===== src/rtl/mep_pkg.sv =====
package mep_pkg;

    // widths fixed by the register map
    localparam int SIZE_BITS  = 13;
    localparam int COORD_DEF  = 32;
    localparam int DIM_DEF    = 12;
    localparam int ITER_DEF   = 10;

    // configuration register indexes
    localparam logic [2:0] CFG_REAL_MIN = 3'd0;
    localparam logic [2:0] CFG_REAL_MAX = 3'd1;
    localparam logic [2:0] CFG_IMAG_MIN = 3'd2;
    localparam logic [2:0] CFG_IMAG_MAX = 3'd3;
    localparam logic [2:0] CFG_ITER_LIM = 3'd4;
    localparam logic [2:0] CFG_WIDTH    = 3'd5;
    localparam logic [2:0] CFG_HEIGHT   = 3'd6;
    localparam logic [2:0] CFG_PAL_SEL  = 3'd7;

    // what a division in the divider chain is for
    typedef enum logic [2:0] {
        TAG_X, TAG_Y, TAG_PER, TAG_SEC, TAG_R, TAG_G, TAG_B
    } div_tag_t;

    typedef enum logic [3:0] {
        S_IDLE, S_MAP_MUL, S_ISSUE_X, S_ISSUE_Y, S_MAP_WAIT, S_MUL, S_ADD,
        S_PER_ISSUE, S_PER_WAIT, S_SEC_ISSUE, S_SEC_WAIT, S_CH_ISSUE, S_CH_WAIT,
        S_DONE
    } state_t;

    // palette entries as {red, green, blue}
    function automatic logic [23:0] pal_rgb(input logic sel, input logic [2:0] idx);
        logic [23:0] v;
        case ({sel, idx})
            4'b0_000: v = 24'h000000;
            4'b0_001: v = 24'hD5431F;
            4'b0_010: v = 24'hFBFF79;
            4'b0_011: v = 24'h3EDF59;
            4'b0_100: v = 24'h2B1EDA;
            4'b0_101: v = 24'h00FFF7;
            4'b1_000: v = 24'h000764;
            4'b1_001: v = 24'h206BCB;
            4'b1_010: v = 24'hEDFFFF;
            4'b1_011: v = 24'hFFAA00;
            4'b1_100: v = 24'h000200;
            default:  v = 24'h000000;
        endcase
        return v;
    endfunction

    function automatic logic [7:0] pal_chan(input logic sel, input logic [2:0] idx,
                                            input logic [1:0] ch);
        logic [23:0] v;
        logic [7:0]  c;
        v = pal_rgb(sel, idx);
        case (ch)
            2'd0:    c = v[23:16];
            2'd1:    c = v[15:8];
            default: c = v[7:0];
        endcase
        return c;
    endfunction

endpackage


===== src/rtl/mep_div_cell.sv =====
module mep_div_cell #(
    parameter int NUM_W = 45,
    parameter int DEN_W = 13
) (
    input  logic                 aclk,
    input  logic                 aresetn,
    input  logic                 in_valid,
    input  mep_pkg::div_tag_t    in_tag,
    input  logic [NUM_W-1:0]     in_work,
    input  logic [DEN_W-1:0]     in_rem,
    input  logic [DEN_W-1:0]     in_den,
    output logic                 out_valid,
    output mep_pkg::div_tag_t    out_tag,
    output logic [NUM_W-1:0]     out_work,
    output logic [DEN_W-1:0]     out_rem,
    output logic [DEN_W-1:0]     out_den
);

    logic [DEN_W:0]   trial;
    logic [DEN_W:0]   diff;
    logic             qbit;
    logic             valid_reg;
    mep_pkg::div_tag_t tag_reg;
    logic [NUM_W-1:0] work_reg;
    logic [DEN_W-1:0] rem_reg;
    logic [DEN_W-1:0] den_reg;

    // one restoring step: bring in the next dividend bit, try to subtract
    always_comb begin
        trial = {in_rem, in_work[NUM_W-1]};
        diff  = trial - {1'b0, in_den};
        qbit  = (trial >= {1'b0, in_den});
    end

    always_ff @(posedge aclk) begin
        if (!aresetn) begin
            valid_reg <= 1'b0;
        end else begin
            valid_reg <= in_valid;
        end
    end

    always_ff @(posedge aclk) begin
        tag_reg  <= in_tag;
        den_reg  <= in_den;
        work_reg <= {in_work[NUM_W-2:0], qbit};
        rem_reg  <= qbit ? diff[DEN_W-1:0] : trial[DEN_W-1:0];
    end

    assign out_valid = valid_reg;
    assign out_tag   = tag_reg;
    assign out_work  = work_reg;
    assign out_rem   = rem_reg;
    assign out_den   = den_reg;

endmodule


===== src/rtl/mep_div_chain.sv =====
module mep_div_chain #(
    parameter int NUM_W = 45,
    parameter int DEN_W = 13
) (
    input  logic                 aclk,
    input  logic                 aresetn,
    input  logic                 in_valid,
    input  mep_pkg::div_tag_t    in_tag,
    input  logic [NUM_W-1:0]     in_num,
    input  logic [DEN_W-1:0]     in_den,
    output logic                 out_valid,
    output mep_pkg::div_tag_t    out_tag,
    output logic [NUM_W-1:0]     out_quo,
    output logic [DEN_W-1:0]     out_rem
);

    logic              vld [NUM_W+1];
    mep_pkg::div_tag_t tag [NUM_W+1];
    logic [NUM_W-1:0]  work [NUM_W+1];
    logic [DEN_W-1:0]  rem [NUM_W+1];
    logic [DEN_W-1:0]  den [NUM_W+1];

    assign vld[0]  = in_valid;
    assign tag[0]  = in_tag;
    assign work[0] = in_num;
    assign rem[0]  = '0;
    assign den[0]  = in_den;

    // one cell per quotient bit, a new division may enter every cycle
    for (genvar i = 0; i < NUM_W; i++) begin : g_cell
        mep_div_cell #(
            .NUM_W (NUM_W),
            .DEN_W (DEN_W)
        ) u_cell (
            .aclk      (aclk),
            .aresetn   (aresetn),
            .in_valid  (vld[i]),
            .in_tag    (tag[i]),
            .in_work   (work[i]),
            .in_rem    (rem[i]),
            .in_den    (den[i]),
            .out_valid (vld[i+1]),
            .out_tag   (tag[i+1]),
            .out_work  (work[i+1]),
            .out_rem   (rem[i+1]),
            .out_den   (den[i+1])
        );
    end

    assign out_valid = vld[NUM_W];
    assign out_tag   = tag[NUM_W];
    assign out_quo   = work[NUM_W];
    assign out_rem   = rem[NUM_W];

endmodule


===== config.mk =====
export PLATFORM = sky130hd
export DESIGN_NAME = mep_div_chain
export DESIGN_NICKNAME = d
export VERILOG_FILES = /design/src/rtl/mep_pkg.sv /design/src/rtl/mep_div_cell.sv /design/src/rtl/mep_div_chain.sv
export SDC_FILE = /design/constraint.sdc
export NUM_CORES = 2
export LEC_CHECK = 0
export ABC_AREA = 1
export BUFFER_PORTS_ARGS = -buffer_cell sky130_fd_sc_hd__buf_2
export CAP_MARGIN = 30
export CORE_MARGIN = 2
export CORE_UTILIZATION = 50
export DETAILED_ROUTE_END_ITERATION = 7
export PLACE_DENSITY = 0.69
export SLEW_MARGIN = 20
export SYNTH_ARGS = -nofsm -noshare
export SYNTH_HDL_FRONTEND = slang
export SYNTH_SLANG_ARGS = --single-unit

===== constraint.sdc =====
create_clock -name aclk -period 2.35 [get_ports aclk]
set_clock_uncertainty 0.2 [all_clocks]
set_input_delay 0.235 -clock aclk [delete_from_list [all_inputs] [get_ports aclk]]
set_output_delay 0.235 -clock aclk [all_outputs]
set_load 0.005 [all_outputs]

==> flow_summary.ini <==
[timing]
relSlewSlack_pct = 49.50
final.setup.tns_ps = -106.4
max_freq_mhz = 418.0
setup_violations = 7
drv_slew = 0
hold_viol = 0
max_slew.worst_pin.slew_ps = 757.5
worst_slack_ps = -42.09
fin_crit_ps = 2392
fin_crit_sh_pct = 101.8

[clock_tree]
cts_tree = yes
htreeDepth = 5
cts_root_buffer = clkbuf_16
cts.path.max_buffers = 4
cts_buffers = 342
clk_latency_ps = 930
clock_sinks = 3362
path_clk_slew_ps = 60

[synthesis]
synthArstFlopShare_pct = 0
synth_cells = 12790
synth-edff-count = 0
seq_area_frac_synth_pct = 57.53
synth.distinct_cells = 39
synth_top_flop_cell = dfxtp_1
yosysTopAreaCell = dfxtp_1
yosysTopAreaCellShare_pct = 57.53
ys_ff_latch = 3362
syn-num-nets = 13480
netlist_area_um2 = 117000
ys_top_cells_by_area = dfxtp_1 (58%), nand2_1 (11%), inv_1 (8.0%)
avgSynthCellArea_um2 = 9.145
yosys_warnings = 0

[job]
max-cap-violations = 0

[drt]
viasPerCell = 4.563
drt_iter0_markers = 4370
wl_um = 220500
wl_per_cell_um = 13.14
drc = 0
vias = 76580
drtAntennaViolNets = 0
drt-pass1-iter-count = 6

[placement]
dpl.cell_count = 16050
portBuffers = 125
dp_hpwl_um = 164800
dpl-instance-area_um2 = 122100
gp_congestion = 0.9089

[worst_setup_path]
critical_path_class = in2reg
arrival_ps = 3050
crit_slowest_cell = dlygate4sd3_1
cp_num_buf_inv = 5
startpoint_type = input port
endpoint_kind = register
crit_path_cell_trace = dlygate4sd3_1 > dlygate4sd3_1 > buf_2 > dlygate4sd3_1 > nor2_1 > nand2_1 > nor2_2 > nand3_2 > nand2_4 > clkinvlp_4 > nor2_1
path_max_fanout = 6
cpPeakStageDelay_ps = 560
path_delay_family = buffers and inverters
cp_common_cell = dlygate4sd3_1
worstPathRequired_ps = 3010

[die]
fp.dieH_um = 487.7
dieArea_um2 = 237900
core_area_um2 = 232500
die_w_um = 487.7
initial_core_util_pct = 50.31
ios = 126
rows = 177

[global_route]
grt_util_all_layers_pct = 18.50
grt-ovfl-total = 0
grt_start_max_net_pins = 46
grt_pass1_wl_um = 361000
antenna_found_initial = 5
grt_pass1_vias = 73930

[run_status]
outcome = finished, violations left
violations = negative setup slack

[hold_path]
min_path_type = reg2reg

[final_layout]
num-fill-cells = 20150
final_common_cell = nand2_1
fin_nets = 14160
fin_cells = 16780
fin_area_um2 = 135000
drive_above_1_share_pct = 12.15
syn_to_final_growth_pct = 15.35
final_cell_mix = nand2_1 (3398), dfxtp_1 (3362), inv_1 (2493)

[power]
p_leak_uw = 0.06953
ir_drop_mv = 0.7720
p_per_area_nw_per_um2 = 1401
[registers in the layout, indices dropped and copies added (netlist names)]
| register | cells |
|---|---|
| g_cell.u_cell.out_valid | 45 |
| g_cell.u_cell.out_tag | 135 |
| g_cell.u_cell.out_work | 2025 |
| g_cell.u_cell.out_den | 572 |
| g_cell.u_cell.out_rem | 585 |
[routing by layer]
metal	track usage (%)	share of wire (%)	vias up
met1	24.04	46	34180
met2	31.16	47	1415
li1	-	-	40560
met4	5.676	2.6	0
met3	3.389	4.9	424
met5	0	0	-
[power by group]
group	internal, µW	switching, µW
Sequential	69700	5620
Combinational	22700	36700
Clock	32900	21400
[layout make-up]
cell class / count / area [µm²] / share of cell area (%)
Tap cell: 3043 / 3807 / 2.821
Multi-Input combinational cell: 6755 / 38820 / 28.77
Inverter: 2558 / 9608 / 7.120
Antenna cell: 1 / 2.502 / 0.001854
Timing Repair inverter: 1 / 7.507 / 0.005563
Clock inverter: 133 / 1699 / 1.259
Timing Repair Buffer: 462 / 3859 / 2.859
Clock buffer: 468 / 9839 / 7.291
Sequential cell: 3362 / 67300 / 49.87
[path summary, 6_finish.rpt]
kind,startpoint,to,slack (ps),cells after the start
worst max-delay path,in_den[6],g_cell[0].u_cell.out_rem[1],-40,11
worst min-delay path,g_cell[38].u_cell.out_work[15],g_cell[39].u_cell.out_work[16],70,0
worst max register to register,g_cell[40].u_cell.out_den[9],g_cell[41].u_cell.out_rem[10],110,10
worst min register to register,g_cell[38].u_cell.out_work[15],g_cell[39].u_cell.out_work[16],70,0
[synth_stat cells, types with 20 or more instances]
cell     instances
o21ai_1        186
buf_6           72
nand3_4         28
nand3_1        554
dfxtp_1       3362
xnor2_1         44
xor2_1         239
fa_1            44
nand4_1        484
nor2_4          57
o21ai_2        104
inv_1         2494
a21oi_4         44
nor2_1         321
nand2_2        205
ha_1           574
nor2_2          74
nand3_2        175
inv_2           63
nor3_1          20
a21oi_1        158
nand2_1       3398
[per-stage QoR]
| stage | total power [µW] | util, % | hold slack, ps | worst slack [ps] |
|---|---|---|---|---|
| 5_1_grt | 202800 | 58.03 | 85.64 | -15.84 |
| 2_1_floorplan | 120700 | - | 62.72 | 443.7 |
| 4_1_cts | 190900 | 58.01 | 2.451 | 101.3 |
| 3_5_place_dp | 135500 | 52.49 | 112.1 | 138.7 |
| 3_3_place_gp | 134900 | 52.49 | 109.5 | 139.9 |
| 6_report | 189000 | 58.03 | 71.70 | -42.09 |
[what timing repair did]
action | 4_1_cts | 5_1_grt
endpoints found under the setup margin | 0 | 26
buffers inserted | 0 | 2
endpoints found under the hold margin | 119 | 0
hold buffers | 128 | 0
resized for setup | 0 | 10
[logic make-up after synthesis]
group	synth area share [%]
xor+xnor	2.119
fa+ha+maj	6.891
simple gates	21.28
compound gates	2.866
flops	57.53
buf+inv	9.316
(Power assumes the default switching activity.)
